--- src/hw/rtl/bdlr_pkg.sv ---
// ----------------------------------------------------------------------------
// bdlr_pkg
// Shared types and constants of the button debouncer with long press and
// auto-repeat: event kinds, register indexes, widths and reset values.
// ----------------------------------------------------------------------------
`timescale 1ns / 1ps
`default_nettype none

package bdlr_pkg;

    // Widths of the stored counts and of the ports.
    localparam int FILT_W    = 7;
    localparam int CNT_W     = 16;
    localparam int CODE_W    = 7;
    localparam int CFG_IDX_W = 2;

    // Register indexes on the configuration channel.
    localparam logic [CFG_IDX_W-1:0] REG_HOLD_TIME     = 2'd0;
    localparam logic [CFG_IDX_W-1:0] REG_REPEAT_PERIOD = 2'd1;

    // Register reset values.
    localparam logic [CNT_W-1:0] HOLD_TIME_RST     = 16'd1000;
    localparam logic [CNT_W-1:0] REPEAT_PERIOD_RST = 16'd0;

    // Event kinds, the low part of an event code.
    typedef enum logic [2:0] {
        KIND_PRESS   = 3'd1,
        KIND_RELEASE = 3'd2,
        KIND_LONG    = 3'd3,
        KIND_SHORT   = 3'd4
    } kind_t;

    // Up to two events raised by one tick, in delivery order.
    typedef struct packed {
        logic [1:0] cnt;
        kind_t      k0;
        kind_t      k1;
    } evt_pair_t;

    // Tracker status seen by the top level.
    typedef struct packed {
        logic              pressed;
        logic [FILT_W-1:0] filt;
    } trk_status_t;

endpackage

`default_nettype wire

--- src/hw/rtl/bdlr_track.sv ---
// ----------------------------------------------------------------------------
// bdlr_track
// Debounce filter, press state, long and repeat counters, and the two
// configuration registers. Updates its state once per processed tick and its
// registers on each write, and reports the events each tick raises.
// ----------------------------------------------------------------------------
`timescale 1ns / 1ps
`default_nettype none

module bdlr_track #(
    parameter int FILTER_TIME = 30,
    parameter int STEP        = 5
) (
    input  wire                              aclk,
    input  wire                              aresetn,
    input  wire                              cfg_we,
    input  wire [bdlr_pkg::CFG_IDX_W-1:0]    cfg_idx,
    input  wire [bdlr_pkg::CNT_W-1:0]        cfg_wdata,
    input  wire                              tick,
    input  wire                              pin_level,
    output bdlr_pkg::evt_pair_t              evts,
    output bdlr_pkg::trk_status_t            status
);

    localparam logic [bdlr_pkg::FILT_W-1:0] FT  = bdlr_pkg::FILT_W'(FILTER_TIME);
    localparam logic [bdlr_pkg::FILT_W-1:0] TOP = bdlr_pkg::FILT_W'(2 * FILTER_TIME);
    localparam logic [bdlr_pkg::FILT_W:0]   TOP_X  = (bdlr_pkg::FILT_W + 1)'(2 * FILTER_TIME);
    localparam logic [bdlr_pkg::FILT_W:0]   STEP_X = (bdlr_pkg::FILT_W + 1)'(STEP);
    localparam logic [bdlr_pkg::FILT_W-1:0] STEP_F = bdlr_pkg::FILT_W'(STEP);
    localparam logic [bdlr_pkg::CNT_W-1:0]  STEP_C = bdlr_pkg::CNT_W'(STEP);

    logic [bdlr_pkg::CNT_W-1:0]  hold_time_reg, hold_time_next;
    logic [bdlr_pkg::CNT_W-1:0]  repeat_period_reg, repeat_period_next;
    logic                        pressed_reg, pressed_next;
    logic [bdlr_pkg::FILT_W-1:0] filt_reg, filt_next;
    logic [bdlr_pkg::CNT_W-1:0]  long_reg, long_next;
    logic [bdlr_pkg::CNT_W-1:0]  rep_reg, rep_next;

    logic [bdlr_pkg::FILT_W:0]   filt_up;
    logic [bdlr_pkg::CNT_W-1:0]  long_up;
    logic [bdlr_pkg::CNT_W-1:0]  rep_up;
    logic [1:0]                  n;
    bdlr_pkg::kind_t             k0, k1;

    assign filt_up = {1'b0, filt_reg} + STEP_X;
    assign long_up = long_reg + STEP_C;
    assign rep_up  = rep_reg + STEP_C;

    // Next state and raised events for one tick; configuration writes are to come
    // only while no tick is in flight, which this block does not enforce.
    always_comb begin
        hold_time_next     = hold_time_reg;
        repeat_period_next = repeat_period_reg;
        pressed_next       = pressed_reg;
        filt_next          = filt_reg;
        long_next          = long_reg;
        rep_next           = rep_reg;
        n                  = 2'd0;
        k0                 = bdlr_pkg::KIND_PRESS;
        k1                 = bdlr_pkg::KIND_PRESS;

        if (cfg_we) begin
            case (cfg_idx)
                bdlr_pkg::REG_HOLD_TIME: begin
                    hold_time_next = cfg_wdata;
                end
                bdlr_pkg::REG_REPEAT_PERIOD: begin
                    repeat_period_next = cfg_wdata;
                    rep_next           = '0;
                end
                default: begin
                end
            endcase
        end

        if (tick) begin
            if (!pin_level) begin
                // Pin active: climb toward the top, then run the press logic.
                if (filt_reg < FT) begin
                    filt_next = FT;
                end else if (filt_reg < TOP) begin
                    filt_next = (filt_up > TOP_X) ? TOP : filt_up[bdlr_pkg::FILT_W-1:0];
                end else begin
                    if (!pressed_reg) begin
                        pressed_next = 1'b1;
                        k0           = bdlr_pkg::KIND_PRESS;
                        n            = 2'd1;
                    end
                    if (hold_time_reg != '0) begin
                        if (long_reg < hold_time_reg) begin
                            long_next = long_up;
                            if (long_up == hold_time_reg) begin
                                if (n == 2'd0) k0 = bdlr_pkg::KIND_LONG;
                                else           k1 = bdlr_pkg::KIND_LONG;
                                n = n + 2'd1;
                            end
                        end else if (repeat_period_reg != '0) begin
                            rep_next = rep_up;
                            if (rep_up >= repeat_period_reg) begin
                                rep_next = '0;
                                if (n == 2'd0) k0 = bdlr_pkg::KIND_PRESS;
                                else           k1 = bdlr_pkg::KIND_PRESS;
                                n = n + 2'd1;
                            end
                        end
                    end
                end
            end else begin
                // Pin inactive: fall toward zero, then release.
                if (filt_reg > FT) begin
                    filt_next = FT;
                end else if (filt_reg != '0) begin
                    filt_next = (filt_reg > STEP_F) ? (filt_reg - STEP_F) : '0;
                end else if (pressed_reg) begin
                    pressed_next = 1'b0;
                    long_next    = '0;
                    rep_next     = '0;
                    if (hold_time_reg != '0 && long_reg < hold_time_reg) begin
                        k0 = bdlr_pkg::KIND_SHORT;
                        k1 = bdlr_pkg::KIND_RELEASE;
                        n  = 2'd2;
                    end else begin
                        k0 = bdlr_pkg::KIND_RELEASE;
                        n  = 2'd1;
                    end
                end
            end
        end
    end

    // State and configuration registers.
    always_ff @(posedge aclk) begin
        if (!aresetn) begin
            hold_time_reg     <= bdlr_pkg::HOLD_TIME_RST;
            repeat_period_reg <= bdlr_pkg::REPEAT_PERIOD_RST;
            pressed_reg       <= 1'b0;
            filt_reg          <= '0;
            long_reg          <= '0;
            rep_reg           <= '0;
        end else begin
            hold_time_reg     <= hold_time_next;
            repeat_period_reg <= repeat_period_next;
            pressed_reg       <= pressed_next;
            filt_reg          <= filt_next;
            long_reg          <= long_next;
            rep_reg           <= rep_next;
        end
    end

    assign evts.cnt       = n;
    assign evts.k0        = k0;
    assign evts.k1        = k1;
    assign status.pressed = pressed_reg;
    assign status.filt    = filt_reg;

endmodule

`default_nettype wire

--- src/hw/rtl/bdlr_outq.sv ---
// ----------------------------------------------------------------------------
// bdlr_outq
// Two-entry result buffer. Loads the events of one tick at once and hands
// them out one word at a time, marking the final one.
// ----------------------------------------------------------------------------
`timescale 1ns / 1ps
`default_nettype none

module bdlr_outq (
    input  wire                  aclk,
    input  wire                  aresetn,
    input  wire                  load,
    input  bdlr_pkg::evt_pair_t  evts,
    output logic                 can_load,
    output logic                 m_valid,
    input  wire                  m_ready,
    output bdlr_pkg::kind_t      head_kind,
    output logic                 m_last
);

    logic [1:0]      rem_reg, rem_next;
    bdlr_pkg::kind_t head_reg, head_next;
    bdlr_pkg::kind_t tail_reg, tail_next;

    // Room for a new pair once the buffer empties in this cycle.
    assign can_load = (rem_reg == 2'd0) || (rem_reg == 2'd1 && m_ready);

    always_comb begin
        rem_next  = rem_reg;
        head_next = head_reg;
        tail_next = tail_reg;
        if (m_valid && m_ready) begin
            rem_next  = rem_reg - 2'd1;
            head_next = tail_reg;
        end
        if (load) begin
            rem_next  = evts.cnt;
            head_next = evts.k0;
            tail_next = evts.k1;
        end
    end

    // Count of words left; reset empties the buffer.
    always_ff @(posedge aclk) begin
        if (!aresetn) begin
            rem_reg <= 2'd0;
        end else begin
            rem_reg <= rem_next;
        end
    end

    // Event kinds carry no reset.
    always_ff @(posedge aclk) begin
        head_reg <= head_next;
        tail_reg <= tail_next;
    end

    assign m_valid   = (rem_reg != 2'd0);
    assign m_last    = (rem_reg == 2'd1);
    assign head_kind = head_reg;

endmodule

`default_nettype wire

--- src/hw/rtl/button_debounce_long_repeat_core.sv ---
// ----------------------------------------------------------------------------
// button_debounce_long_repeat_core
// Debounces one active-low button and reports press, release, long press,
// auto-repeat press and short press events.
// ----------------------------------------------------------------------------
// Usage: each word on the s_ channel is one scan tick carrying the raw pin
// level (0 = pressed). Each word on the m_ channel is one event, with
// m_event_code = 4*BUTTON_ID + kind and m_last set on the final event of a
// tick. A tick raises zero, one or two events; a tick without events sends
// nothing.
// Order: a tick is registered on accept, processed once the result buffer can
// take its events, and its first event is then presented from the buffer.
// Throughput: one tick per cycle while the receiver keeps up. A tick that
// raises two events holds the next one back while the two-entry result
// buffer drains one word per cycle.
// Configuration: cfg_ready is always high; cfg_index 0 is the long-press
// time, 1 is repeat_period (its write also clears the repeat count), others
// are ignored. Write only while idle.
// Reset: clears the filter, counters and buffers; the long-press time becomes
// 1000 and repeat_period 0. When the receiver stalls, events wait in the
// buffer and s_ready falls once the tick register is full.
// ----------------------------------------------------------------------------
`timescale 1ns / 1ps
`default_nettype none

module button_debounce_long_repeat_core #(
    parameter int FILTER_TIME = 30,
    parameter int STEP        = 5,
    parameter int BUTTON_ID   = 0
) (
    input  wire                              aclk,
    input  wire                              aresetn,
    input  wire                              cfg_valid,
    output logic                             cfg_ready,
    input  wire [bdlr_pkg::CFG_IDX_W-1:0]    cfg_index,
    input  wire [bdlr_pkg::CNT_W-1:0]        cfg_data,
    input  wire                              s_valid,
    output logic                             s_ready,
    input  wire                              s_pin_level,
    output logic                             m_valid,
    input  wire                              m_ready,
    output logic [bdlr_pkg::CODE_W-1:0]      m_event_code,
    output logic                             m_last
);

    localparam logic [bdlr_pkg::CODE_W-1:0] CODE_BASE = bdlr_pkg::CODE_W'(4 * BUTTON_ID);

    logic                  tick_vld_reg, tick_vld_next;
    logic                  pin_reg;
    logic                  fire;
    logic                  can_load;
    bdlr_pkg::evt_pair_t   evts;
    bdlr_pkg::trk_status_t status;
    bdlr_pkg::kind_t       head_kind;

    assign cfg_ready = 1'b1;

    // Tick register: advances when the result buffer can take its events.
    assign fire          = tick_vld_reg && can_load;
    assign s_ready       = !tick_vld_reg || fire;
    assign tick_vld_next = (s_valid && s_ready) ? 1'b1 : (tick_vld_reg && !fire);

    always_ff @(posedge aclk) begin
        if (!aresetn) begin
            tick_vld_reg <= 1'b0;
        end else begin
            tick_vld_reg <= tick_vld_next;
        end
    end

    always_ff @(posedge aclk) begin
        if (s_valid && s_ready) begin
            pin_reg <= s_pin_level;
        end
    end

    bdlr_track #(
        .FILTER_TIME (FILTER_TIME),
        .STEP        (STEP)
    ) u_track (
        .aclk      (aclk),
        .aresetn   (aresetn),
        .cfg_we    (cfg_valid),
        .cfg_idx   (cfg_index),
        .cfg_wdata (cfg_data),
        .tick      (fire),
        .pin_level (pin_reg),
        .evts      (evts),
        .status    (status)
    );

    bdlr_outq u_outq (
        .aclk      (aclk),
        .aresetn   (aresetn),
        .load      (fire),
        .evts      (evts),
        .can_load  (can_load),
        .m_valid   (m_valid),
        .m_ready   (m_ready),
        .head_kind (head_kind),
        .m_last    (m_last)
    );

    assign m_event_code = CODE_BASE + bdlr_pkg::CODE_W'(head_kind);

    // The filter count never passes twice the filter time.
    a_filt_bound: assert property (@(posedge aclk) disable iff (!aresetn)
        status.filt <= bdlr_pkg::FILT_W'(2 * FILTER_TIME))
        else $error("filter count above its top");

    // A word that is not the final one of its tick is followed by another.
    a_pair_follows: assert property (@(posedge aclk) disable iff (!aresetn)
        m_valid && m_ready && !m_last |=> m_valid)
        else $error("second event of a tick missing");

    // Reset leaves no event pending.
    a_reset_empty: assert property (@(posedge aclk)
        !aresetn |=> !m_valid)
        else $error("event pending after reset");

    // A release event only ever goes out while the button reads released.
    a_release_state: assert property (@(posedge aclk) disable iff (!aresetn)
        m_valid && head_kind == bdlr_pkg::KIND_RELEASE |-> !status.pressed)
        else $error("release event while pressed");

endmodule

`default_nettype wire

--- config.mk ---
export PLATFORM = sky130hd
export DESIGN_NAME = button_debounce_long_repeat_core
export DESIGN_NICKNAME = d
export VERILOG_FILES = /design/src/hw/rtl/bdlr_pkg.sv /design/src/hw/rtl/bdlr_track.sv /design/src/hw/rtl/bdlr_outq.sv /design/src/hw/rtl/button_debounce_long_repeat_core.sv
export SDC_FILE = /design/constraint.sdc
export NUM_CORES = 1
export LEC_CHECK = 0
export BUFFER_PORTS_ARGS = -buffer_cell sky130_fd_sc_hd__buf_2
export CORE_UTILIZATION = 55
export CTS_CLUSTER_DIAMETER = 50
export CTS_CLUSTER_SIZE = 20
export DETAILED_ROUTE_END_ITERATION = 16
export PLACE_DENSITY = 0.81
export SETUP_SLACK_MARGIN = 0.4
export SYNTH_ARGS = -nofsm -noshare
export SYNTH_HDL_FRONTEND = slang
export SYNTH_SLANG_ARGS = --single-unit
--- constraint.sdc ---
create_clock -name aclk -period 3.1 [get_ports aclk]
set_input_delay 0 -clock aclk [delete_from_list [all_inputs] [get_ports aclk]]
set_output_delay 0 -clock aclk [all_outputs]
set_load 0.01 [all_outputs]
==> results.cfg <==
[run_status]
violations = negative setup slack
status = finished, violations left

[critical_path]
crit_fanout = 5
arrival_ns = 3.57
cp_cell_sequence = ha_4 > o21ai_4 > or3_4 > or2_2 > nand2_1 > ha_1 > nand4_1 > nor4_2 > a311oi_1 > nand2_1 > or3_4 > buf_6 > nor3_4 > a221o_1
crit_start = u_track.rep_reg[0]
crit_path_end = u_track.rep_reg[2]
crit_cells = 14
rr_endpoint = u_track.rep_reg[2]
crit_type = reg -> reg
rr_startpoint = u_track.rep_reg[0]
worst_path_largest_cell_delay_ns = 0.43
r2r_cells = 14
critPathBufInv = 1
crit_slowest_cell = or3_4
required_ns = 3.41
crit_family = simple AND/OR/NAND/NOR gates
critPathCaptureType = flop
cp-start-kind = flop
r2r_setup_slack_ns = -0.16

[die]
ios = 35
die-area_um2 = 10000
coreArea_um2 = 9280
die_width_um = 100
start_util_pct = 56.9
die-height_um = 100
rows = 35

[synth]
async_flop_share_pct = 0
syn_area_um2 = 5280
synth_top_family_by_area = simple AND/OR/NAND/NOR gates
synth_most_common_cell = nand2_1
yosys_warnings = 0
synth_compound_area_share_pct = 21.8
seq_area_frac_synth_pct = 31.8
ys.flop_type = dfxtp_1
synth_cell_types = 82
synthSimpleGateAreaFrac_pct = 22.1
synth.area.top_cells = dfxtp_1 28%, ha_1 10%, nand2_1 7.1%
syn_area_per_cell_um2 = 8.12
synth_cells = 650
synth_mux_area_share_pct = 0.829
yosysTopAreaCell = dfxtp_1
synth-edff-count = 6
synthXorXnorAreaFrac_pct = 6.30
yosysTopAreaCellShare_pct = 28.4
ys_ff_latch = 81
synthAdderAreaFrac_pct = 10.2
synthTopCellsByCount = 100 x nand2_1, 75 x dfxtp_1, 56 x a21oi_1, 46 x inv_1, 43 x ha_1

[layout]
area_delta_synth_final_pct = 22.2
utilization_pct = 69.5
n_antenna_cell = 0
fill_cells = 703
fin_nets = 780
drive_above_1_share_pct = 23.8

[sta]
hold-worst-slack_ns = 0.0332
clock.fmax_mhz = 307
tightestPinTransition_ns = 1.23
rsz0062_at_grt = true
hold_violations = 0
setup_violations = 17
final.setup_skew_ns = 0.0108
slew_headroom_pct = 17.8
worst_slack_ns = -0.160
slew_violations = 0
period_share_pct = 105
finalCriticalPeriod_ns = 3.26

[clock_network]
cts_max_level = 3
cts_tree = built
cts.sinks = 81
clockBufferDepth = 2
worstSkewPairLatency_ns = 0.39
numCtsBuffers = 9
cts-root-buf = clkbuf_8
clk_pin_slew_ns = 0.09

[grt]
antenna_found_initial = 0
gr-total-overflow = 0
grt_pass1_wl_um = 22900
grt_max_degree = 40
grt_usage_pct = 28.9
grt_pass1_vias = 4873

[pwr]
leakage_uw = 0.00254
irDropWorstVdd_mv = 0.283
p_total_uw = 2400
power_density_nw_per_um2 = 372

[hold_path]
hold_class = in -> reg
worstHoldStart = m_ready

[drt]
first_iter_violations = 323
drc = 0
wl_per_cell_um = 17.1
firstDrtPassIters = 5
wirelength_um = 14500
ant_nets = 0
via_count = 5151
vias_per_cell = 6.08

[placement]
io_buffers = 29
gp_congestion = 0.928
place_ws_ns = -0.0653
hpwlAfterDp_um = 9540

[flow_run]
drv_cap = 0
[final cells by class]
cell class                 count  area, um^2  share of cell area (%)
clock inverter                 7        65.1                    1.01
multi-input combinational    489        3570                    55.4
tap                          129         161                    2.50
clock buffer                   9         124                    1.92
timing repair buffer          85         623                    9.66
inverter                      47         181                    2.81
sequential                    81        1720                    26.7
[where the power goes]
part	total [uW]	switching, uW	internal (uW)
clock network	777	464	313
registers	1160	68.1	1090
logic	463	267	195
total	2400	800	1600
[kinds of logic (layout without fill, tap and decap cells)]
kind of cell	after synthesis	after routing
multiplexers	4	4
AO/OA/AOI/OAI	168	168
other	2	5
AND/OR/NAND/NOR	231	231
XOR/XNOR	38	38
adder cells (fa/ha/maj)	43	43
flip-flops	81	81
buffers and inverters	83	148
[worst min-delay path by stage]
stage	cells past startpoint	endpoint
after floorplan	0	pin_reg
after global placement	1	pin_reg
after detailed placement	1	pin_reg
after CTS	4	tick_vld_reg
after global routing	4	tick_vld_reg
final	4	tick_vld_reg
[worst min-delay path, stage by stage]
cell,delay (ns)
buf_2,0.09
a21oi_1,0.08
a21oi_1,0.16
nor2_1,0.05
[placed cells by master (no fill, tap or decap), types with 15 or more instances in the layout]
cell	instances
a21oi_1	51
buf_2	31
buf_4	31
dfxtp_1	57
dlygate4sd3_1	19
ha_1	38
inv_1	46
nand2_1	96
nor2_1	24
o211ai_1	20
o21ai_0	15
xnor2_1	23
[layer usage]
layer | wire length [um] | vias up | GRT usage, %
met3 | 951 | 29 | 5.15
met2 | 7170 | 238 | 49.3
met5 | 0 | - | 0
met1 | 6080 | 2435 | 36.9
li1 | - | 2449 | -
met4 | 278 | 0 | 10.0
[per-stage QoR]
| stage | instance area, um^2 | cells | setup TNS (ns) |
|---|---|---|---|
| 2_1_floorplan | 5370 | 653 | 0 |
| 3_3_place_gp | 5640 | 793 | 0 |
| 3_5_place_dp | 5640 | 793 | -0.332 |
| 4_1_cts | 6220 | 837 | -0.170 |
| 5_1_grt | 6450 | 847 | -3.00 |
| 6_report | 6450 | 847 | -1.06 |
[timing repair]
action | CTS | global route
hold endpoints to repair | 36 | 0
hold buffers | 19 | 0
resized for setup | 30 | 46
setup endpoints to repair | 21 | 29
pin swaps | 20 | 17
buffers inserted | 8 | 9
cloned | 1 | 1
(Power assumes the default switching activity.)
